## src/sv/delimited_field_splitter_assert.svh

```systemverilog
`ifndef DELIMITED_FIELD_SPLITTER_ASSERT_SVH
`define DELIMITED_FIELD_SPLITTER_ASSERT_SVH

// same-cycle implication, checked out of reset
`define DFS_ASSERT_IMPLIES(lbl, clk, rst_n, ante, cons) \
  lbl: assert property (@(posedge clk) disable iff (!(rst_n)) (ante) |-> (cons)) \
    else $error("delimited_field_splitter: check failed");

// next-cycle implication, checked out of reset
`define DFS_ASSERT_NEXT(lbl, clk, rst_n, ante, cons) \
  lbl: assert property (@(posedge clk) disable iff (!(rst_n)) (ante) |=> (cons)) \
    else $error("delimited_field_splitter: check failed");

`endif

```

## src/sv/dfs_pkg.sv

```systemverilog
package dfs_pkg;

  localparam int unsigned MaxSpaceRunDefault = 255;

  localparam logic [7:0] CharSpace  = 8'h20;
  localparam logic [7:0] CharQuote  = 8'h22;
  localparam logic [7:0] CharBslash = 8'h5C;
  localparam logic [7:0] CharComma  = 8'h2C;

  localparam logic [1:0] KindContent   = 2'd0;
  localparam logic [1:0] KindFieldDone = 2'd1;
  localparam logic [1:0] KindLineEmpty = 2'd2;

  localparam logic FuncByte = 1'b0;
  localparam logic FuncEol  = 1'b1;

  typedef struct packed {
    logic       func;
    logic [7:0] char_in;
  } dfs_in_t;

  typedef struct packed {
    logic [1:0] kind;
    logic [7:0] content_byte;
    logic [7:0] spaces_before;
    logic       line_done;
  } dfs_out_t;

  typedef struct packed {
    logic    valid;
    dfs_in_t data;
  } dfs_stage_t;

  typedef struct packed {
    logic     valid;
    dfs_out_t data;
  } dfs_res_t;

endpackage

```

## src/sv/dfs_in_reg.sv

```systemverilog
module dfs_in_reg (
  input  logic                clk_i,
  input  logic                rst_ni,
  input  logic                in_valid_i,
  output logic                in_ready_o,
  input  dfs_pkg::dfs_in_t    in_data_i,
  input  logic                take_i,
  output dfs_pkg::dfs_stage_t stage_o
);

  logic             valid_q, valid_d;
  dfs_pkg::dfs_in_t data_q, data_d;

  assign in_ready_o = !valid_q || take_i;

  always_comb begin
    valid_d = valid_q;
    data_d  = data_q;
    if (in_ready_o) begin
      valid_d = in_valid_i;
      if (in_valid_i) begin
        data_d = in_data_i;
      end
    end
  end

  always_ff @(posedge clk_i or negedge rst_ni) begin
    if (!rst_ni) begin
      valid_q <= 1'b0;
    end else begin
      valid_q <= valid_d;
    end
  end

  always_ff @(posedge clk_i) begin
    data_q <= data_d;
  end

  assign stage_o.valid = valid_q;
  assign stage_o.data  = data_q;

endmodule

```

## src/sv/dfs_parse.sv

```systemverilog
module dfs_parse #(
  parameter int unsigned MaxSpaceRun = dfs_pkg::MaxSpaceRunDefault
) (
  input  logic                clk_i,
  input  logic                rst_ni,
  input  logic                cfg_we_i,
  input  logic [7:0]          cfg_data_i,
  input  dfs_pkg::dfs_stage_t stage_i,
  input  logic                sink_full_i,
  output logic                take_o,
  output dfs_pkg::dfs_res_t   res_o
);

  localparam int unsigned LimitInt = (MaxSpaceRun < 255) ? MaxSpaceRun : 255;
  localparam logic [7:0]  Limit    = LimitInt[7:0];

  logic [7:0] delim_q;
  logic       quote_q, quote_d;
  logic       esc_q, esc_d;
  logic       raw_q, raw_d;
  logic       seen_q, seen_d;
  logic [7:0] held_q, held_d;
  logic [7:0] c;

  assign take_o = stage_i.valid && !sink_full_i;
  assign c      = stage_i.data.char_in;

  always_comb begin
    quote_d    = quote_q;
    esc_d      = esc_q;
    raw_d      = raw_q;
    seen_d     = seen_q;
    held_d     = held_q;
    res_o      = '0;
    if (take_o) begin
      if (stage_i.data.func == dfs_pkg::FuncEol) begin
        res_o.valid          = 1'b1;
        res_o.data.kind      = raw_q ? dfs_pkg::KindFieldDone : dfs_pkg::KindLineEmpty;
        res_o.data.line_done = 1'b1;
        quote_d = 1'b0;
        esc_d   = 1'b0;
        raw_d   = 1'b0;
        seen_d  = 1'b0;
        held_d  = '0;
      end else if (!esc_q && c == dfs_pkg::CharQuote) begin
        quote_d = !quote_q;
      end else if (!esc_q && c == dfs_pkg::CharBslash) begin
        esc_d = 1'b1;
      end else if (!esc_q && !quote_q && c == delim_q) begin
        res_o.valid     = 1'b1;
        res_o.data.kind = dfs_pkg::KindFieldDone;
        raw_d  = 1'b0;
        seen_d = 1'b0;
        held_d = '0;
      end else begin
        esc_d = 1'b0;
        raw_d = 1'b1;
        if (c == dfs_pkg::CharSpace) begin
          // hold inner spaces until a non-space byte shows they are not trailing
          if (seen_q && held_q < Limit) begin
            held_d = held_q + 8'd1;
          end
        end else begin
          res_o.valid              = 1'b1;
          res_o.data.kind          = dfs_pkg::KindContent;
          res_o.data.content_byte  = c;
          res_o.data.spaces_before = held_q;
          held_d = '0;
          seen_d = 1'b1;
        end
      end
    end
  end

  always_ff @(posedge clk_i or negedge rst_ni) begin
    if (!rst_ni) begin
      delim_q <= dfs_pkg::CharComma;
      quote_q <= 1'b0;
      esc_q   <= 1'b0;
      raw_q   <= 1'b0;
      seen_q  <= 1'b0;
      held_q  <= '0;
    end else begin
      if (cfg_we_i) begin
        delim_q <= cfg_data_i;
      end
      quote_q <= quote_d;
      esc_q   <= esc_d;
      raw_q   <= raw_d;
      seen_q  <= seen_d;
      held_q  <= held_d;
    end
  end

endmodule

```

## src/sv/dfs_out_fifo.sv

```systemverilog
module dfs_out_fifo (
  input  logic              clk_i,
  input  logic              rst_ni,
  input  dfs_pkg::dfs_res_t push_i,
  output logic              full_o,
  output logic              out_valid_o,
  input  logic              out_ready_i,
  output dfs_pkg::dfs_out_t out_data_o
);

  localparam logic [1:0] Depth = 2'd2;

  dfs_pkg::dfs_out_t mem_q [2];
  logic       wr_q, wr_d;
  logic       rd_q, rd_d;
  logic [1:0] cnt_q, cnt_d;
  logic       push, pop;

  assign full_o      = (cnt_q == Depth);
  assign out_valid_o = (cnt_q != 2'd0);
  assign out_data_o  = mem_q[rd_q];
  assign push        = push_i.valid;
  assign pop         = out_valid_o && out_ready_i;

  always_comb begin
    wr_d  = push ? !wr_q : wr_q;
    rd_d  = pop ? !rd_q : rd_q;
    cnt_d = cnt_q;
    if (push && !pop) begin
      cnt_d = cnt_q + 2'd1;
    end else if (pop && !push) begin
      cnt_d = cnt_q - 2'd1;
    end
  end

  always_ff @(posedge clk_i or negedge rst_ni) begin
    if (!rst_ni) begin
      wr_q  <= 1'b0;
      rd_q  <= 1'b0;
      cnt_q <= '0;
    end else begin
      wr_q  <= wr_d;
      rd_q  <= rd_d;
      cnt_q <= cnt_d;
    end
  end

  always_ff @(posedge clk_i) begin
    if (push) begin
      mem_q[wr_q] <= push_i.data;
    end
  end

endmodule

```

## src/sv/delimited_field_splitter.sv

```systemverilog
// Delimited field splitter: one line byte or end-of-line mark per input beat.
// Input channel in_valid_i/in_ready_o carries func and char_in; output channel
// out_valid_o/out_ready_i carries kind, content_byte, spaces_before, line_done.
// Each input beat gives zero or one output beat: content bytes (with the count
// of inner spaces to insert before them), field closes and line closes.
// Write the delimiter through cfg_we_i/cfg_data_i while the block is idle.
// Throughput: one input beat per cycle while the two-entry result buffer has
// room, set by a single decode pass between the input register and the buffer.
// A result goes from the input register through the decode logic into the
// result buffer that offers it; a full buffer keeps it in the input register.
// When the receiver stalls, the result buffer absorbs two beats; after that
// in_ready_o falls once the input register also holds a beat.
// Reset: delimiter returns to comma, quoting, escape and field state clear,
// both channels empty. No clearing pass is needed.
`include "delimited_field_splitter_assert.svh"

module delimited_field_splitter #(
  parameter int unsigned MaxSpaceRun = dfs_pkg::MaxSpaceRunDefault
) (
  input  logic              clk_i,
  input  logic              rst_ni,
  input  logic              in_valid_i,
  output logic              in_ready_o,
  input  dfs_pkg::dfs_in_t  in_data_i,
  output logic              out_valid_o,
  input  logic              out_ready_i,
  output dfs_pkg::dfs_out_t out_data_o,
  input  logic              cfg_we_i,
  input  logic [7:0]        cfg_data_i
);

  dfs_pkg::dfs_stage_t stage;
  dfs_pkg::dfs_res_t   res;
  logic                take;
  logic                full;

  dfs_in_reg u_in_reg (
    .clk_i      (clk_i),
    .rst_ni     (rst_ni),
    .in_valid_i (in_valid_i),
    .in_ready_o (in_ready_o),
    .in_data_i  (in_data_i),
    .take_i     (take),
    .stage_o    (stage)
  );

  dfs_parse #(
    .MaxSpaceRun (MaxSpaceRun)
  ) u_parse (
    .clk_i       (clk_i),
    .rst_ni      (rst_ni),
    .cfg_we_i    (cfg_we_i),
    .cfg_data_i  (cfg_data_i),
    .stage_i     (stage),
    .sink_full_i (full),
    .take_o      (take),
    .res_o       (res)
  );

  dfs_out_fifo u_out_fifo (
    .clk_i       (clk_i),
    .rst_ni      (rst_ni),
    .push_i      (res),
    .full_o      (full),
    .out_valid_o (out_valid_o),
    .out_ready_i (out_ready_i),
    .out_data_o  (out_data_o)
  );

  `DFS_ASSERT_IMPLIES(a_no_push_when_full, clk_i, rst_ni, res.valid, !full)
  `DFS_ASSERT_IMPLIES(a_stall_holds_beat, clk_i, rst_ni, !in_ready_o, stage.valid && full)
  `DFS_ASSERT_IMPLIES(a_spaces_only_on_content, clk_i, rst_ni, out_valid_o && out_data_o.spaces_before != 8'd0, out_data_o.kind == dfs_pkg::KindContent)
  `DFS_ASSERT_NEXT(a_eol_result_next, clk_i, rst_ni, take && stage.data.func == dfs_pkg::FuncEol, out_valid_o)

endmodule

```

## config.mk

```make
export PLATFORM = sky130hd
export DESIGN_NAME = delimited_field_splitter
export DESIGN_NICKNAME = d
export VERILOG_FILES = /design/src/sv/dfs_pkg.sv /design/src/sv/dfs_in_reg.sv /design/src/sv/dfs_parse.sv /design/src/sv/dfs_out_fifo.sv /design/src/sv/delimited_field_splitter.sv
export VERILOG_INCLUDE_DIRS = /design/src /design/src/sv
export SDC_FILE = /design/constraint.sdc
export NUM_CORES = 1
export LEC_CHECK = 0
export BUFFER_PORTS_ARGS = -buffer_cell sky130_fd_sc_hd__buf_2
export CAP_MARGIN = 15
export CORE_MARGIN = 5
export CORE_UTILIZATION = 45
export CTS_CLUSTER_SIZE = 10
export DETAILED_ROUTE_END_ITERATION = 16
export HOLD_SLACK_MARGIN = 0.03
export PLACE_DENSITY = 0.65
export RECOVER_POWER = 50
export SLEW_MARGIN = 10
export SYNTH_ARGS = -nofsm -noshare
export SYNTH_HDL_FRONTEND = slang
export SYNTH_SLANG_ARGS = --single-unit
```

## constraint.sdc

```tcl
create_clock -name clk_i -period 5.2 [get_ports clk_i]
set_input_delay 0.52 -clock clk_i [delete_from_list [all_inputs] [get_ports clk_i]]
set_output_delay 0.52 -clock clk_i [all_outputs]
set_load 0.01 [all_outputs]
```

==> impl_metrics.py, run 1 <==
metrics = {
    "timing": {
        "relSlewSlack_pct": 0.584,
        "setup_violations": 0,
        "tightest_slew_ps": 1470,
        "fin_crit_ps": 3570,
        "slew_viol_final": 0,
        "fin_crit_sh_pct": 68.7,
        "tns_ps": 0,
        "clock_skew_ps": 11.3,
        "rsz0062_at_grt": "false",
        "hold_viol_final": 0,
        "fmax_mhz": 280,
    },
    "worst_setup_path": {
        "path_cells": "xor2_1, nor4_1, nand3_1, a211oi_1, and2_1",
        "path_delay_family": "simple AND/OR/NAND/NOR gates",
        "max_stage_delay_ps": 940,
        "critPathBufInv": 0,
        "crit_slowest_cell": "a211oi_1",
        "worst_setup_path_end_kind": "flip-flop",
        "reg2reg_setup_slack_ps": 1630,
        "path_max_fanout": 19,
        "cp.required_ps": 5160,
        "crit-reg2reg-capture": "u_out_fifo.mem_q[1][18]$_DFFE_PP_",
        "worstRegToRegCells": 5,
        "r2r-start": "u_in_reg.stage_o[7]$_DFFE_PP_",
        "critical_path_arrival_ps": 3530,
        "crit_type": "reg -> reg",
        "startpoint_type": "flip-flop",
    },
    "clock_network": {
        "postCtsHoldBufs": 0,
        "clock_sinks": 72,
        "cts_resized": 0,
        "cts_tree": "built",
        "ctsRootBufferMaster": "clkbuf_8",
        "cts_max_level": 3,
        "numCtsBuffers": 9,
        "post_cts.repair.setup_buffers": 0,
        "clk_latency_ps": 340,
        "clkTransAtPathRegs_ps": 70,
        "ctsLongestPathBuffers": 2,
    },
    "floorplanning": {
        "initial_core_util_pct": 47.0,
        "rows": 30,
        "core_area_sq_um": 6870,
        "die_x_microns": 94.7,
        "pin_count": 43,
        "dieArea_sq_um": 8970,
        "die_y_microns": 94.7,
    },
    "pwr": {
        "power.density_nw_per_um2": 522,
        "ir_drop_mv": 0.271,
        "leakage_nw": 1.45,
    },
    "synth": {
        "yosys-top-cells-area": "edfxtp_1, dfrtp_1, mux2_2",
        "synth_top_area_share_pct": 43.7,
        "synthFlopType": "edfxtp_1",
        "synth_area_sq_um": 3230,
        "synth_edf_count": 47,
        "synth.distinct_cells": 44,
        "synthCells": 229,
        "synth_common_cells": "edfxtp_1, mux2_2, dfrtp_1, and2_1, xor2_1",
        "ys_warn_count": 0,
        "synth_top_area_cell": "edfxtp_1",
        "syn_nets": 253,
        "yosysMostFrequentCell": "edfxtp_1",
        "ys_seq_area_share_pct": 63.2,
        "synth.avg_cell_area_sq_um": 14.1,
        "ys_seq_elements": 72,
        "synthArstFlopShare_pct": 34.7,
    },
    "finish": {
        "finalInstanceArea_sq_um": 3760,
        "drive_above_1_share_pct": 31.3,
        "area_delta_synth_final_pct": 16.4,
        "utilization_pct": 54.7,
        "antenna_cells": 0,
        "final_nets": 303,
    },
    "route": {
        "drt-pass1-iter-count": 5,
        "drc_errors": 0,
        "via_per_inst": 5.07,
        "first_iter_violations": 111,
        "finalWirelength_microns": 5710,
        "routedWlPerCell_microns": 15.0,
        "num_vias": 1927,
        "ant_nets": 0,
    },
    "global_routing": {
        "grt_max_degree": 26,
        "antenna_found_initial": 0,
        "track_usage_pct": 14.1,
        "grt_pass1_wl_microns": 9530,
        "grt_pass1_vias": 1945,
        "grt.overflow.total": 0,
    },
    "hold_path": {
        "hold_depth": 1,
        "min_to": "u_in_reg.stage_o[0]$_DFFE_PP_",
        "hold_class": "in -> reg",
        "min_from": "in_data_i[0]",
    },
    "placed_design": {
        "place.gp.congestion": 0.807,
        "io_buffers": 42,
        "detailed_place_hpwl_microns": 4030,
        "placedInstanceArea_sq_um": 3550,
    },
    "run_status": {
        "violations": "capacitance limit",
        "status": "finished, violations left",
    },
    "job": {
        "drv_cap": 1,
    },
}
## how the worst max path moves through the flow
stage,start,slack (ps),end,cells past startpoint
2_1_floorplan,u_in_reg.stage_o[7]$_DFFE_PP_,2380,u_out_fifo.mem_q[0][0]$_DFFE_PP_,5
3_3_place_gp,u_in_reg.stage_o[5]$_DFFE_PP_,2390,u_out_fifo.mem_q[1][15]$_DFFE_PP_,5
3_5_place_dp,u_in_reg.stage_o[3]$_DFFE_PP_,2300,u_out_fifo.mem_q[1][14]$_DFFE_PP_,5
4_1_cts,u_in_reg.stage_o[3]$_DFFE_PP_,2290,u_out_fifo.mem_q[1][2]$_DFFE_PP_,5
5_1_grt,u_in_reg.stage_o[7]$_DFFE_PP_,1320,u_out_fifo.mem_q[1][0]$_DFFE_PP_,5
6_report,u_in_reg.stage_o[7]$_DFFE_PP_,1630,u_out_fifo.mem_q[1][18]$_DFFE_PP_,5
## cells in the final DEF, fill, tap and decap left out, types with 3 or more instances in the layout
| cell | instances |
|---|---|
| nor2_1 | 10 |
| nand2_1 | 11 |
| edfxtp_1 | 47 |
| and2_0 | 6 |
| buf_2 | 38 |
| nand3_1 | 6 |
| nand3b_1 | 3 |
| clkbuf_8 | 10 |
| bufinv_16 | 4 |
| clkbuf_1 | 5 |
| inv_1 | 5 |
| nor3_1 | 4 |
| or2_2 | 4 |
| xor2_1 | 13 |
| and2_1 | 13 |
| o21ai_0 | 8 |
| dfrtp_1 | 22 |
| or3_1 | 4 |
| mux2_2 | 27 |
| a21oi_1 | 5 |
## worst reg2reg max path: stages, from the launching register on
cell      delay (ps)
edfxtp_1         440
xor2_1           180
nor4_1           430
nand3_1          360
a211oi_1         940
and2_1           840
## metrics by stage
step / hold slack [ps] / worst slack, ps / instances / total power, mW
4_1_cts: 177 / 2290 / 380 / 2.00
5_1_grt: 340 / 1320 / 380 / 2.07
6_report: 353 / 1630 / 380 / 1.96
3_3_place_gp: 489 / 2390 / 364 / 1.41
3_5_place_dp: 490 / 2300 / 364 / 1.42
2_1_floorplan: 224 / 2380 / 229 / 1.23
## final cells by class
class | count | area, sq um
clock buffers | 11 | 141
fillers | 576 | 3110
multi-input cells | 148 | 1090
repair buffers | 43 | 213
inverters | 5 | 18.8
well taps | 96 | 120
clock inverters | 5 | 129
flip-flops and latches | 72 | 2040
## report_power, final
group | total, mW | switching, mW | internal [mW]
sequential | 0.881 | 0.0951 | 0.786
clock | 0.582 | 0.200 | 0.381
combinational | 0.499 | 0.265 | 0.234
total | 1.96 | 0.560 | 1.40
## layer usage
metal	share of wire, %	vias up	wire length [microns]	GRT usage (%)
met5	0	-	0	0
met4	1.8	0	100	6.13
met3	4.6	8	265	3.98
met2	44	37	2510	21.3
met1	50	928	2840	18.9
li1	-	954	-	-
## state kept, by name, indices dropped and copies added (netlist names)
name / flops
u_parse.esc_q: 1
u_parse.raw_q: 1
u_parse.delim_q: 8
u_parse.held_q: 8
u_out_fifo.cnt_q: 2
u_out_fifo.mem_q: 38
u_out_fifo.rd_q: 1
u_in_reg.stage_o: 9
u_in_reg.valid_q: 1
u_parse.quote_q: 1
u_parse.seen_q: 1
u_out_fifo.wr_q: 1
## cells by family (layout without fill, tap and decap cells)
logic type               count (synthesis)  in the layout  synth area share (%)
AND/OR/NAND/NOR                         79             79                  16.0
flip-flops                              72             72                  63.2
multiplexers                            27             27                  9.42
AO/OA/AOI/OAI                           25             25                  5.43
XOR/XNOR                                15             15                  4.07
buffers and inverters                    9             64                  1.05
adder cells (fa/ha/maj)                  2              2                 0.775
No activity file was read; power rests on OpenSTA's default activity.
==> inputs of run 2 (changes only) <==
- PLACE_DENSITY: 0.65 -> 0.67
- clock period: 5.2 -> 2.9 ns (I/O delays scaled with it)
==> run 2 against run 1 <==
  * The run now ends clean
  * Sequential cell count unchanged
  * Critical path depth increased by 1
  * Cell area rose by 0.50%
  * Worst hold slack got worse by 230 ps
  * Global-route usage hardly changed
  * Worst setup slack got worse by 1200 ps
  * Clock power up 55%
  * Utilization grew 0.27 points
  * Count of clock-buffer cells in the layout unchanged
==> impl_metrics.py, run 2 (same netlist as run 1, synthesis figures left out) <==
metrics = {
    "route": {
        "drt-pass1-iter-count": 4,
        "finalWirelength_microns": 5670,
        "num_vias": 1908,
        "via_per_inst": 4.99,
        "ant_nets": 0,
        "routedWlPerCell_microns": 14.8,
        "first_iter_violations": 130,
        "drc_errors": 0,
    },
    "floorplanning": {
        "die_y_microns": 94.7,
        "dieArea_sq_um": 8970,
        "die_x_microns": 94.7,
        "initial_core_util_pct": 47.0,
        "rows": 30,
        "pin_count": 43,
        "core_area_sq_um": 6870,
    },
    "global_routing": {
        "grt_pass1_wl_microns": 9630,
        "grt.overflow.total": 0,
        "antenna_found_initial": 0,
        "track_usage_pct": 14.1,
        "grt_max_degree": 26,
        "grt_pass1_vias": 1942,
    },
    "placed_design": {
        "io_buffers": 42,
        "placedInstanceArea_sq_um": 3560,
        "detailed_place_hpwl_microns": 4030,
        "place.gp.congestion": 0.862,
        "dp_slack_ps": 422,
    },
    "worst_setup_path": {
        "startpoint": "u_parse.delim_q[5]$_DFFE_PN1P_",
        "reg2reg_setup_slack_ps": 420,
        "worst_setup_path_end_kind": "flip-flop",
        "crit_end": "u_out_fifo.mem_q[1][16]$_DFFE_PP_",
        "r2r-start": "u_parse.delim_q[5]$_DFFE_PN1P_",
        "cp.required_ps": 2930,
        "crit-reg2reg-capture": "u_out_fifo.mem_q[1][16]$_DFFE_PP_",
        "critical_path_arrival_ps": 2510,
        "path_max_fanout": 19,
        "worstRegToRegCells": 6,
        "startpoint_type": "flip-flop",
        "crit_type": "reg -> reg",
    },
    "timing": {
        "rsz0062_at_grt": "false",
        "setup_slack_ps": 418,
        "relSlewSlack_pct": 8.30,
        "fin_crit_ps": 2480,
        "hold_viol_final": 0,
        "tns_ps": 0,
        "setup_violations": 0,
        "clock_skew_ps": 10.3,
        "tightest_slew_ps": 1380,
        "slew_viol_final": 0,
        "fin_crit_sh_pct": 85.6,
        "fmax_mhz": 403,
    },
    "finish": {
        "area_delta_synth_final_pct": 17.0,
        "drive_above_1_share_pct": 26.9,
        "fillers": 594,
        "finalInstanceArea_sq_um": 3780,
        "antenna_cells": 0,
        "layout_commonest_cell": "edfxtp_1",
        "multi_input_comb_area_sq_um": 1150,
        "final_nets": 305,
        "seq_area_sq_um": 2040,
        "top_register": "u_out_fifo.mem_q",
        "final_cell_mix": "edfxtp_1, mux2_2, buf_2",
        "largest_register_ff_count": 38,
    },
    "job": {
        "drv_cap": 0,
    },
    "clock_network": {
        "cts_max_level": 3,
        "clkTransAtPathRegs_ps": 70,
        "ctsLongestPathBuffers": 2,
        "ctsRootBufferMaster": "clkbuf_8",
        "cts_tree": "built",
        "post_cts.repair.setup_buffers": 0,
        "clk_latency_ps": 340,
        "clock_sinks": 72,
        "numCtsBuffers": 9,
        "cts_resized": 0,
    },
    "hold_path": {
        "hold_class": "in -> reg",
    },
    "pwr": {
        "leakage_nw": 1.41,
        "power.density_nw_per_um2": 895,
        "ir_drop_mv": 0.414,
    },
    "run_status": {
        "status": "completed",
    },
}
-- run 2: changes by cell type in the layout (fill, tap and decap cells not counted), sizes merged --
cell	before	now
dlygate4sd3	0	1
clkinv	1	2
bufinv	4	3
buf	39	27
clkbuf	15	28
-- run 2: per-stage QoR --
stage | hold WS [ps] | total power [mW] | std cells | util [%]
after floorplan | -5.59 | 2.21 | 229 | -
after global placement | 320 | 2.53 | 365 | 51.8
after detailed placement | 328 | 2.55 | 365 | 51.8
after CTS | 107 | 3.46 | 382 | 55.3
after global routing | 102 | 3.60 | 382 | 55.0
final | 120 | 3.38 | 382 | 55.0
-- run 2: layout make-up --
type,instances,area share (%)
Sequential cell,72,54.0
Multi-Input combinational cell,148,30.6
Timing Repair Buffer,45,5.67
Clock buffer,11,3.48
Tap cell,96,3.18
Clock inverter,5,2.58
Inverter,5,0.497
-- run 2: where the power goes --
| group | internal (mW) | switching (mW) | total (mW) |
|---|---|---|---|
| clock network | 0.566 | 0.339 | 0.905 |
| logic | 0.414 | 0.487 | 0.901 |
| registers | 1.41 | 0.168 | 1.57 |
-- run 2: timing repair --
item,in CTS,in global routing
hold buffers,1,0
endpoints found under the setup margin,0,0
endpoints found under the hold margin,22,0
-- run 2: worst min-delay path by stage --
| stage | to | slack (ps) | from | cells after the start |
|---|---|---|---|---|
| 2_1_floorplan | u_in_reg.valid_q$_DFFE_PN0N_ | -6 | rst_ni | 0 |
| 3_3_place_gp | u_parse.delim_q[6]$_DFFE_PN0P_ | 320 | rst_ni | 1 |
| 3_5_place_dp | u_parse.delim_q[6]$_DFFE_PN0P_ | 330 | rst_ni | 1 |
| 4_1_cts | u_in_reg.stage_o[6]$_DFFE_PP_ | 110 | in_data_i[6] | 1 |
| 5_1_grt | u_in_reg.stage_o[7]$_DFFE_PP_ | 100 | in_data_i[7] | 1 |
| 6_report | u_in_reg.stage_o[6]$_DFFE_PP_ | 120 | in_data_i[6] | 1 |
-- run 2: per-layer routing --
metal	GRT usage (%)	vias up	part of all wire [%]
met5	0	-	0
met4	5.41	0	1.3
met3	5.10	8	5.2
met2	20.3	46	45
met1	19.5	903	48
li1	-	951	-
-- run 2: critical path: stages (launching register included) --
cell and delay [ps]:
dfstp_1 560, xor2_1 80, nor3_1 410, nand3_4 210, a211oi_4 440, and2_1 190
buf_4 260
